==> src/design/tfz_div.sv <==
// Pipelined restoring divider, one quotient bit per stage.
module tfz_div #(
    parameter int DEN_W = 32,
    parameter int QW    = 24
) (
    input  logic                  clk,
    input  logic                  en,
    input  logic [DEN_W+QW-1:0]   num,
    input  logic [DEN_W-1:0]      den,
    output logic [QW-1:0]         quo
);
    localparam int CW = DEN_W + QW;

    logic [CW-1:0]    rem_reg [QW];
    logic [DEN_W-1:0] den_reg [QW];
    logic [QW-1:0]    quo_reg [QW];

    for (genvar k = 0; k < QW; k++)
    begin : g_stage
        logic [CW-1:0]    rem_in;
        logic [CW-1:0]    dsh;
        logic [DEN_W-1:0] den_in;
        logic [QW-1:0]    quo_in;
        logic             ge;

        if (k == 0)
        begin : g_first
            assign rem_in = num;
            assign den_in = den;
            assign quo_in = '0;
        end
        else
        begin : g_next
            assign rem_in = rem_reg[k-1];
            assign den_in = den_reg[k-1];
            assign quo_in = quo_reg[k-1];
        end

        assign dsh = CW'(den_in) << (QW - 1 - k);
        assign ge  = (rem_in >= dsh);

        always_ff @(posedge clk)
        begin
            if (en)
            begin
                rem_reg[k] <= ge ? (rem_in - dsh) : rem_in;
                den_reg[k] <= den_in;
                quo_reg[k] <= QW'({quo_in, ge});
            end
        end
    end

    assign quo = quo_reg[QW-1];

endmodule

==> config.mk <==
export PLATFORM = sky130hd
export DESIGN_NAME = tfz_div
export DESIGN_NICKNAME = d
export VERILOG_FILES = /design/src/design/tfz_div.sv
export SDC_FILE = /design/constraint.sdc
export NUM_CORES = 2
export LEC_CHECK = 0
export ABC_CLOCK_PERIOD_IN_PS = 5500
export BUFFER_PORTS_ARGS = -buffer_cell sky130_fd_sc_hd__buf_2
export CAP_MARGIN = 20
export CELL_PAD_IN_SITES_DETAIL_PLACEMENT = 2
export CELL_PAD_IN_SITES_GLOBAL_PLACEMENT = 2
export CORE_UTILIZATION = 40
export CTS_CLUSTER_SIZE = 8
export DETAILED_ROUTE_END_ITERATION = 12
export GPL_TIMING_DRIVEN = 0
export PLACE_DENSITY_LB_ADDON = 0.1
export SLEW_MARGIN = 10
export SYNTH_ARGS = -nofsm -noshare
export SYNTH_HDL_FRONTEND = slang
export SYNTH_SLANG_ARGS = --single-unit
==> constraint.sdc <==
create_clock -name clk -period 5.5 [get_ports clk]
set_input_delay 1.1 -clock clk [delete_from_list [all_inputs] [get_ports clk]]
set_output_delay 1.1 -clock clk [all_outputs]
set_load 0.01 [all_outputs]
==> impl_metrics.yaml <==
run_status:
  status: "completed"
detailed_routing:
  drt_iter0_markers: 5873
  remaining_drc_errors: 0
  routed_via_density: 5.76
  wl_per_cell_um: 27.3
  met3WireLength_mm: 13.4
  vias: 91800
  highest_layer: "met5"
  wl_mm: 434
  wl_met2_mm: 214
  firstDrtPassIters: 7
  wl_met1_mm: 192
  ant_nets: 0
clock_tree:
  cts.htree.levels: 5
  cts-buffers-inserted: 334
  cts.sinks: 2324
  ctsRootBufferMaster: "clkbuf_16"
  cts_tree: "done"
  clock_latency_ns: 0.95
  clock_path_buffers: 4
  postCtsSetupBuffers: 0
  clk_pin_slew_worst_paths_ns: 0.07
synthesis:
  yosysSeqAreaShare: 0.552
  yosys_warnings: 0
  ys_ff_latch: 2324
  synth_top_area_share: 0.552
  syn_area_per_cell_um2: 11.2
  synth_edf_count: 2324
  synth_top_cell_by_area: "edfxtp_1"
  async_reset_ff_frac: 0
  synth.distinct_cells: 93
  synthCells: 11200
  yosys-top-cells-count: "edfxtp_1 (2324), inv_1 (996), a21oi_1 (990), nand2_1 (847), ha_1 (768)"
  syn_area_um2: 126000
  yosysMostFrequentCell: "edfxtp_1"
  yosys_most_used_dff: "edfxtp_1"
  synthTopCellsByArea: "edfxtp_1 (55%), ha_1 (7.6%), a21oi_1 (3.9%), xnor2_1 (3.7%), inv_1 (3.0%)"
  syn_nets: 12100
global_routing:
  grt_pass1_vias: 100000
  grt_max_degree: 177
  grt_pass1_wl_mm: 646
  grt_usage: 0.266
  grt-ovfl-total: 0
  antenna_found_initial: 12
hold_path:
  hold_end: "rem_reg[0][2]"
  min_from: "num[2]"
  hp-class: "in -> reg"
  worstHoldPathCells: 1
pwr:
  p_leak_uw: 0.0548
  powerDensity_nw_per_um2: 558
  power_uw: 79200
  peakVddDrop_mv: 0.326
die:
  num_rows: 205
  die_w_um: 564
  die_area_um2: 318000
  ios: 114
  core_um2: 313000
  die_y_um: 564
  initial_core_util: 0.404
sta:
  rsz0062_at_grt: "false"
  slew_viol_final: 0
  setup_violations: 0
  finalHoldViolations: 0
  post-route-period-util: 0.982
  tightest_slew_ns: 1.17
  finalClockSkew_ns: 0.0822
  fmax_mhz: 185
  slew_headroom: 0.200
  fin_crit_ns: 5.40
critical_path:
  crit_type: "reg -> reg"
  required_ns: 6.18
  crit_path_start_kind: "flop"
  rr_endpoint: "rem_reg[0][164]"
  r2r-start: "den_reg[0][34]"
  path_max_fanout: 13
  rrSetupSlack_ns: 0.1
  critPathArrivalTime_ns: 6.08
  end_kind: "flop"
  reg2reg_depth: 14
place:
  placed_area_um2: 133000
  routabilityCongestion: 0.914
  dp_hpwl_mm: 333
  io_buffer_count: 113
final_layout:
  largest_reg_flops: 1288
  seqCellArea_um2: 69800
  drive_gt1_frac: 0.0671
  nets: 12600
  final_area_um2: 142000
  areaGrowthSynthToFinish_pct: 12.3
  nFillCells: 31900
  multi_input_area_um2: 51800
  post-route-util: 0.453
run:
  cap_violations: 0
## per-stage QoR
step	hold WS [ns]	worst slack, ns	std cells	TNS [ns]
2_1_floorplan	0.400	1.18	11200	0
3_3_place_gp	0.400	-33.86	15500	-
3_5_place_dp	0.405	-0.554	15500	-70.75
4_1_cts	0.289	0.00922	15900	0
5_1_grt	0.317	0.00811	15900	0
6_report	0.354	0.0994	15900	0
## routing by layer
metal,global-route usage,vias to the layer above
li1,-,42300
met2,0.465,1648
met5,0,-
met3,0.0260,662
met4,0.0896,2
met1,0.345,47200
## logic make-up after synthesis
| group | after synthesis | share of synthesized area |
|---|---|---|
| AOI/OAI and AO/OA | 2897 | 0.141 |
| and+or+nand+nor | 2859 | 0.111 |
| DFF | 2324 | 0.552 |
| buffers and inverters | 1290 | 0.0385 |
| xor gates and xnor gates | 912 | 0.0632 |
| adders and majority gates | 791 | 0.0797 |
| muxes | 163 | 0.0144 |
## area by class of cell
class                           instances  share of cell area
Clock buffer                          365              0.0608
Buffer                                288             0.00800
Sequential cell                      2324               0.492
Multi-Input combinational cell       7622               0.365
Timing Repair Buffer                  155             0.00852
Inverter                              999              0.0264
Clock inverter                         29             0.00280
Antenna cell                           18            0.000317
Tap cell                             4140              0.0365
## report_power, final
group | internal (uW) | switching (uW)
clock | 11000 | 7870
sequential | 25300 | 3400
combinational | 12300 | 19300
total | 48600 | 30600
## what timing repair did
item,CTS,global route
hold buffers,0,0
gates resized for setup,10,24
setup endpoints to repair,90,106
## placed cells by master, fill, tap and decap left out, drive strengths merged, types with 24 or more instances in the layout
master | synthesis | layout
a21oi | 990 | 990
xnor2 | 537 | 537
o2111ai | 24 | 24
ha | 768 | 768
and4 | 34 | 34
nor2 | 720 | 720
a31oi | 93 | 93
o21bai | 114 | 114
a211oi | 79 | 79
nor3 | 177 | 177
buf | 39 | 189
nand3 | 160 | 160
and2 | 49 | 49
o21ai | 700 | 700
nor4b | 26 | 26
clkbuf | 252 | 615
nand4 | 171 | 171
nor2b | 103 | 103
or4 | 43 | 43
xor2 | 375 | 375
o211ai | 52 | 52
edfxtp | 2324 | 2324
a2111oi | 29 | 29
a21o | 410 | 410
nand2b | 96 | 96
a31o | 27 | 27
nand3b | 32 | 32
and3 | 78 | 78
or2 | 31 | 31
or3 | 73 | 73
nor4 | 152 | 152
mux2 | 155 | 155
nand2 | 847 | 847
o21a | 98 | 98
o31ai | 66 | 66
inv | 999 | 1008
## worst max-delay path, stage by stage (launching register included)
cell and delay [ns]:
edfxtp_1 0.40, inv_1 0.07, ha_1 0.38, a21oi_1 0.18, nand2_1 0.18, a22oi_1 0.27, a31oi_1 0.22, o31ai_1 0.60
nor2b_1 0.21, o21ai_0 0.22, a211oi_2 0.50, buf_6 0.23, inv_1 0.38, clkdlybuf4s15_1 0.81, a21oi_1 0.45
## worst max-delay path by stage
| stage | start | end | slack, ns | cells after the start |
|---|---|---|---|---|
| finish | den_reg[0][34] | rem_reg[0][164] | 0.1 | 14 |
| global route | den_reg[0][34] | rem_reg[0][164] | 0.008 | 14 |
| CTS | rem_reg[0][189] | rem_reg[0][256] | 0.009 | 11 |
| detailed placement | den_reg[0][64] | rem_reg[0][188] | -0.55 | 14 |
| global placement | en | quo_reg[2][66] | -33.86 | 1 |
| floorplan | den[2] | rem_reg[0][29] | 1.18 | 13 |
Note: power is estimated with default switching activity, not from simulation.
