### config.mk
export PLATFORM = sky130hd
export DESIGN_NAME = tfz_cfg
export DESIGN_NICKNAME = d
export VERILOG_FILES = /design/src/design/tfz_pkg.sv /design/src/design/tfz_cfg.sv
export SDC_FILE = /design/constraint.sdc
export NUM_CORES = 1
export LEC_CHECK = 0
export BUFFER_PORTS_ARGS = -buffer_cell sky130_fd_sc_hd__buf_4
export CAP_MARGIN = 25
export CORE_MARGIN = 1.5
export CORE_UTILIZATION = 45
export DETAILED_ROUTE_END_ITERATION = 6
export PLACE_DENSITY = 0.73
export SLEW_MARGIN = 10
export SYNTH_ARGS = -nofsm -noshare
export SYNTH_HDL_FRONTEND = slang
export SYNTH_SLANG_ARGS = --single-unit
### constraint.sdc
create_clock -name clk -period 1.5 [get_ports clk]
set_input_delay 0.075 -clock clk [delete_from_list [all_inputs] [get_ports clk]]
set_output_delay 0.075 -clock clk [all_outputs]
set_load 0.005 [all_outputs]
### src/design/tfz_pkg.sv
// Shared widths, register codes and the vertex configuration type of the triangle fragment stage.
package tfz_pkg;

    localparam int COORD_W = 16;
    localparam int Z_W     = 24;
    localparam int CH_W    = 8;
    localparam int COLOR_W = 24;
    localparam int POS_W   = 56;
    localparam int W_W     = 32;
    localparam int DIFF_W  = COORD_W + 2;
    localparam int PROD_W  = 2 * DIFF_W;
    localparam int EDGE_W  = PROD_W + 1;
    localparam int DNUM_W  = W_W + Z_W;
    localparam int CNUM_W  = W_W + CH_W;
    localparam int PADDR_W = 6;
    localparam int PDATA_W = 64;
    localparam int REGIDX_W = 3;

    localparam logic [REGIDX_W-1:0] REG_A_POS = 3'd0;
    localparam logic [REGIDX_W-1:0] REG_B_POS = 3'd1;
    localparam logic [REGIDX_W-1:0] REG_C_POS = 3'd2;
    localparam logic [REGIDX_W-1:0] REG_A_COL = 3'd3;
    localparam logic [REGIDX_W-1:0] REG_B_COL = 3'd4;
    localparam logic [REGIDX_W-1:0] REG_C_COL = 3'd5;

    localparam logic [Z_W-1:0] DEPTH_FAR = '1;

    typedef struct packed {
        logic [POS_W-1:0]   pos_a;
        logic [POS_W-1:0]   pos_b;
        logic [POS_W-1:0]   pos_c;
        logic [COLOR_W-1:0] col_a;
        logic [COLOR_W-1:0] col_b;
        logic [COLOR_W-1:0] col_c;
    } tfz_cfg_t;

endpackage

### src/design/tfz_cfg.sv
// Configuration register bank with an APB-style access port.
module tfz_cfg (
    input  logic                          clk,
    input  logic                          rst_n,
    input  logic                          psel,
    input  logic                          penable,
    input  logic                          pwrite,
    input  logic [tfz_pkg::PADDR_W-1:0]   paddr,
    input  logic [tfz_pkg::PDATA_W-1:0]   pwdata,
    output logic [tfz_pkg::PDATA_W-1:0]   prdata,
    output logic                          pready,
    output tfz_pkg::tfz_cfg_t             cfg
);
    import tfz_pkg::*;

    tfz_cfg_t              cfg_reg;
    logic [REGIDX_W-1:0]   idx;
    logic                  wr;

    assign idx    = paddr[PADDR_W-1:PADDR_W-REGIDX_W];
    assign wr     = psel && penable && pwrite;
    assign pready = 1'b1;
    assign cfg    = cfg_reg;

    always_ff @(posedge clk or negedge rst_n)
    begin
        if (!rst_n)
        begin
            cfg_reg <= '0;
        end
        else if (wr)
        begin
            case (idx)
                REG_A_POS: cfg_reg.pos_a <= pwdata[POS_W-1:0];
                REG_B_POS: cfg_reg.pos_b <= pwdata[POS_W-1:0];
                REG_C_POS: cfg_reg.pos_c <= pwdata[POS_W-1:0];
                REG_A_COL: cfg_reg.col_a <= pwdata[COLOR_W-1:0];
                REG_B_COL: cfg_reg.col_b <= pwdata[COLOR_W-1:0];
                REG_C_COL: cfg_reg.col_c <= pwdata[COLOR_W-1:0];
                default:   ;
            endcase
        end
    end

    always_comb
    begin
        case (idx)
            REG_A_POS: prdata = PDATA_W'(cfg_reg.pos_a);
            REG_B_POS: prdata = PDATA_W'(cfg_reg.pos_b);
            REG_C_POS: prdata = PDATA_W'(cfg_reg.pos_c);
            REG_A_COL: prdata = PDATA_W'(cfg_reg.col_a);
            REG_B_COL: prdata = PDATA_W'(cfg_reg.col_b);
            REG_C_COL: prdata = PDATA_W'(cfg_reg.col_c);
            default:   prdata = '0;
        endcase
    end

endmodule

==> flow_summary.yaml <==
routing:
  via_count: 9573
  post_drt_via_cell_ratio: 5.36
  drt_iter0_markers: 464
  drt_pass1_iterations: 4
  wl_per_cell_um: 21.2
  drtAntennaViolNets: 0
  wl_um: 37800
  drt_drc: 0
final_layout:
  utilization_after_layout_pct: 72.4
  largest_register_ff_count: 240
  fin_cells: 1785
  proportion_of_layout_cells_with_a_drive_suffix_above_1_pct: 66.9
  layout_area_growth_over_synthesis_pct: 56.9
  layout.nets: 1512
logic_synthesis:
  synth_cells: 848
  ys_top_cells_by_area: "dfrtp_1, mux2_2, mux2i_1"
  yosys.area.top_type_share_pct: 53.2
  synthesis.area_um2: 11300
  combinational_family_with_the_most_area_after_synthesis: "multiplexers"
  synth-seq-area-share_pct: 53.2
  synthAdderAreaFrac_pct: 0
  synthDominantAreaCellType: "dfrtp_1"
  synthSimpleGateAreaFrac_pct: 6.41
  syn-mean-instance-area_um2: 13.3
  netlist-cell-type-count: 33
  synthXorXnorAreaFrac_pct: 0
  synth-compound-area-share_pct: 5.10
  multiplexer_area_fraction_after_synthesis_pct: 31.0
  ys_ff_latch: 240
  synth-warning-count: 0
job:
  timing.max_cap.violations: 0
timing:
  tightestPinTransition_ns: 0.767
  post_route_skew_ns: 0
  rsz_0062_raised_after_global_routing: "yes"
  final_max_slew_viol_count: 0
  postLayoutSetupSlackWorst_ns: -0.220
  portion_of_the_clock_cycle_consumed_by_the_worst_path_in_the_final_layout_pct: 115
  final.min_clock_period_ns: 1.72
  hold_viol_final: 0
  final-setup-viol-count: 45
  maxSlewHeadroom_pct: 48.8
  final.setup.tns_ns: -3.27
  max_clock_freq_ghz: 0.581
floorplan:
  floorplan.die.width_um: 161
  row_count: 57
  die_h_um: 161
  fp.dieArea_um2: 26000
  initial_utilization_pct: 46.1
  boundaryPins: 380
  coreArea_um2: 24500
clocking:
  clock_sink_count: 240
  path_clk_slew_ns: 0.06
  clock_tree_from_tritoncts: "yes"
  cts_buffers: 26
  clock_path_buffers: 3
  htreeDepth: 1
  clk_latency_ns: 0.53
  cts-root-buf: "clkbuf_16"
critical_path:
  cp_max_fanout: 2
  cp_cell_instances: "mux2_2 > a221oi_2 > a31oi_1 > buf_4"
  critPathBufInv: 1
  cp_top_family: "flip-flops"
  cp_data_arrival_time_ns: 1.65
  crit_path_max_incr_delay_ns: 0.38
  startpoint_type: "flop"
  worst_setup_path_end_kind: "output port"
  crit_path_top_delay_cell: "dfrtp_1"
  critPathKind: "flop to output port"
  worst-endpoint-required_ns: 1.42
power_and_ir_drop:
  leakagePower_nw: 8.68
  p_per_area_nw_per_um2: 1270
  total_power_mw: 22.4
  worst_ir_drop_vdd_mv: 0.751
placed_design:
  place.detailed.instances: 1524
  place.gp.congestion: 0.817
  dpl_worst_slack_ns: -0.0622
  place_hpwl_um: 23600
  port_buffers: 359
worst_hold_path:
  hold_class: "primary input to async pin"
global_route:
  grt_start_max_net_pins: 59
  grt_remaining_overflow: 0
  grt_util_all_layers_pct: 28.0
  via_count_of_the_first_global_routing_pass: 9903
  antenna_violations_before_repair: 4
  grt_pass1_wl_um: 57000
status:
  violated_checks: "negative setup slack"
  outcome: "finished, violations left"
## per-stage QoR
step	cell area, um^2	hold WS [ns]
floorplan	11300	-0.221
global placement	14600	0.0445
detailed placement	14600	0.0537
CTS	17300	0.0926
global route	17700	0.123
finish	17700	0.0741
## placed cells by master (no fill, tap or decap), drive strengths merged, types with 11 or more instances in the layout
cell and count:
a21oi 46, a32oi 11, buf 567, clkbuf 35, dfrtp 240, dlygate4sd3 57, mux2 264, mux2i 52
nand2 57, nor2b 14, nor3b 11, o211ai 11, or2 32
## synth_stat cells, drive strengths merged
master and count:
nor2 4, and3b 1, a211oi 3, nand2 57
o221ai 7, nand4 1, buf 56, inv 1
mux2 264, nor3 3, dfrtp 240, a221oi 3
nand3 3, nor2b 14, nand4b 1, nand2b 2
o211ai 11, or2 32, a32oi 11, a21oi 46
clkbuf 14, conb 2, mux2i 52, a31oi 3
o21ai 3, a21o 3, nor3b 11
## metal layers
layer / routed length (um) / GRT usage (%) / vias to the layer above
met4: 1900 / 14.3 / 0
met2: 18800 / 47.1 / 350
li1: - / - / 4218
met5: 0 / 0 / -
met3: 2000 / 4.62 / 113
met1: 15100 / 34.8 / 4892
## worst paths after layout
path / from / endpoint / slack, ns / cells after the start
setup / recovery: cfg[201] / prdata[17] / -0.22 / 4
hold / removal: rst_n / cfg[55] / 0.07 / 2
setup reg to reg: cfg[122] / cfg[122] / 0.36 / 4
hold reg to reg: cfg[150] / cfg[150] / 0.52 / 1
max in group asynchronous: rst_n / cfg[238] / 0.76 / 3
min in group clk: paddr[3] / cfg[90] / 0.19 / 4
## power by group
part | internal (mW) | switching (mW)
combinational | 4.53 | 2.66
sequential | 7.75 | 0.934
clock | 3.92 | 2.65
total | 16.2 | 6.24
## what timing repair did
action                                 CTS  global route
hold buffers                            57             0
resized for setup                      103            25
buffers inserted                       117            35
setup endpoints to repair               56            56
pin swaps                               52            37
endpoints found under the hold margin  480             0
## cell families (layout without fill, tap and decap cells)
| family | after synthesis | after routing |
|---|---|---|
| multiplexers | 316 | 316 |
| flip-flops | 240 | 240 |
| AND/OR/NAND/NOR | 129 | 129 |
| AO/OA/AOI/OAI | 90 | 90 |
| buffers and inverters | 71 | 673 |
| other | 2 | 13 |
## cell type report
type                       instances  area [um^2]
fill                            1616         6760
sequential                       240         6010
multi-input combinational        544         5290
timing repair buffer             624         5100
clock buffer                      35          766
tap                              324          405
clock inverter                    13          120
antenna                            4         10.0
inverter                           1         3.75
Power figures use the tool's default switching activity.
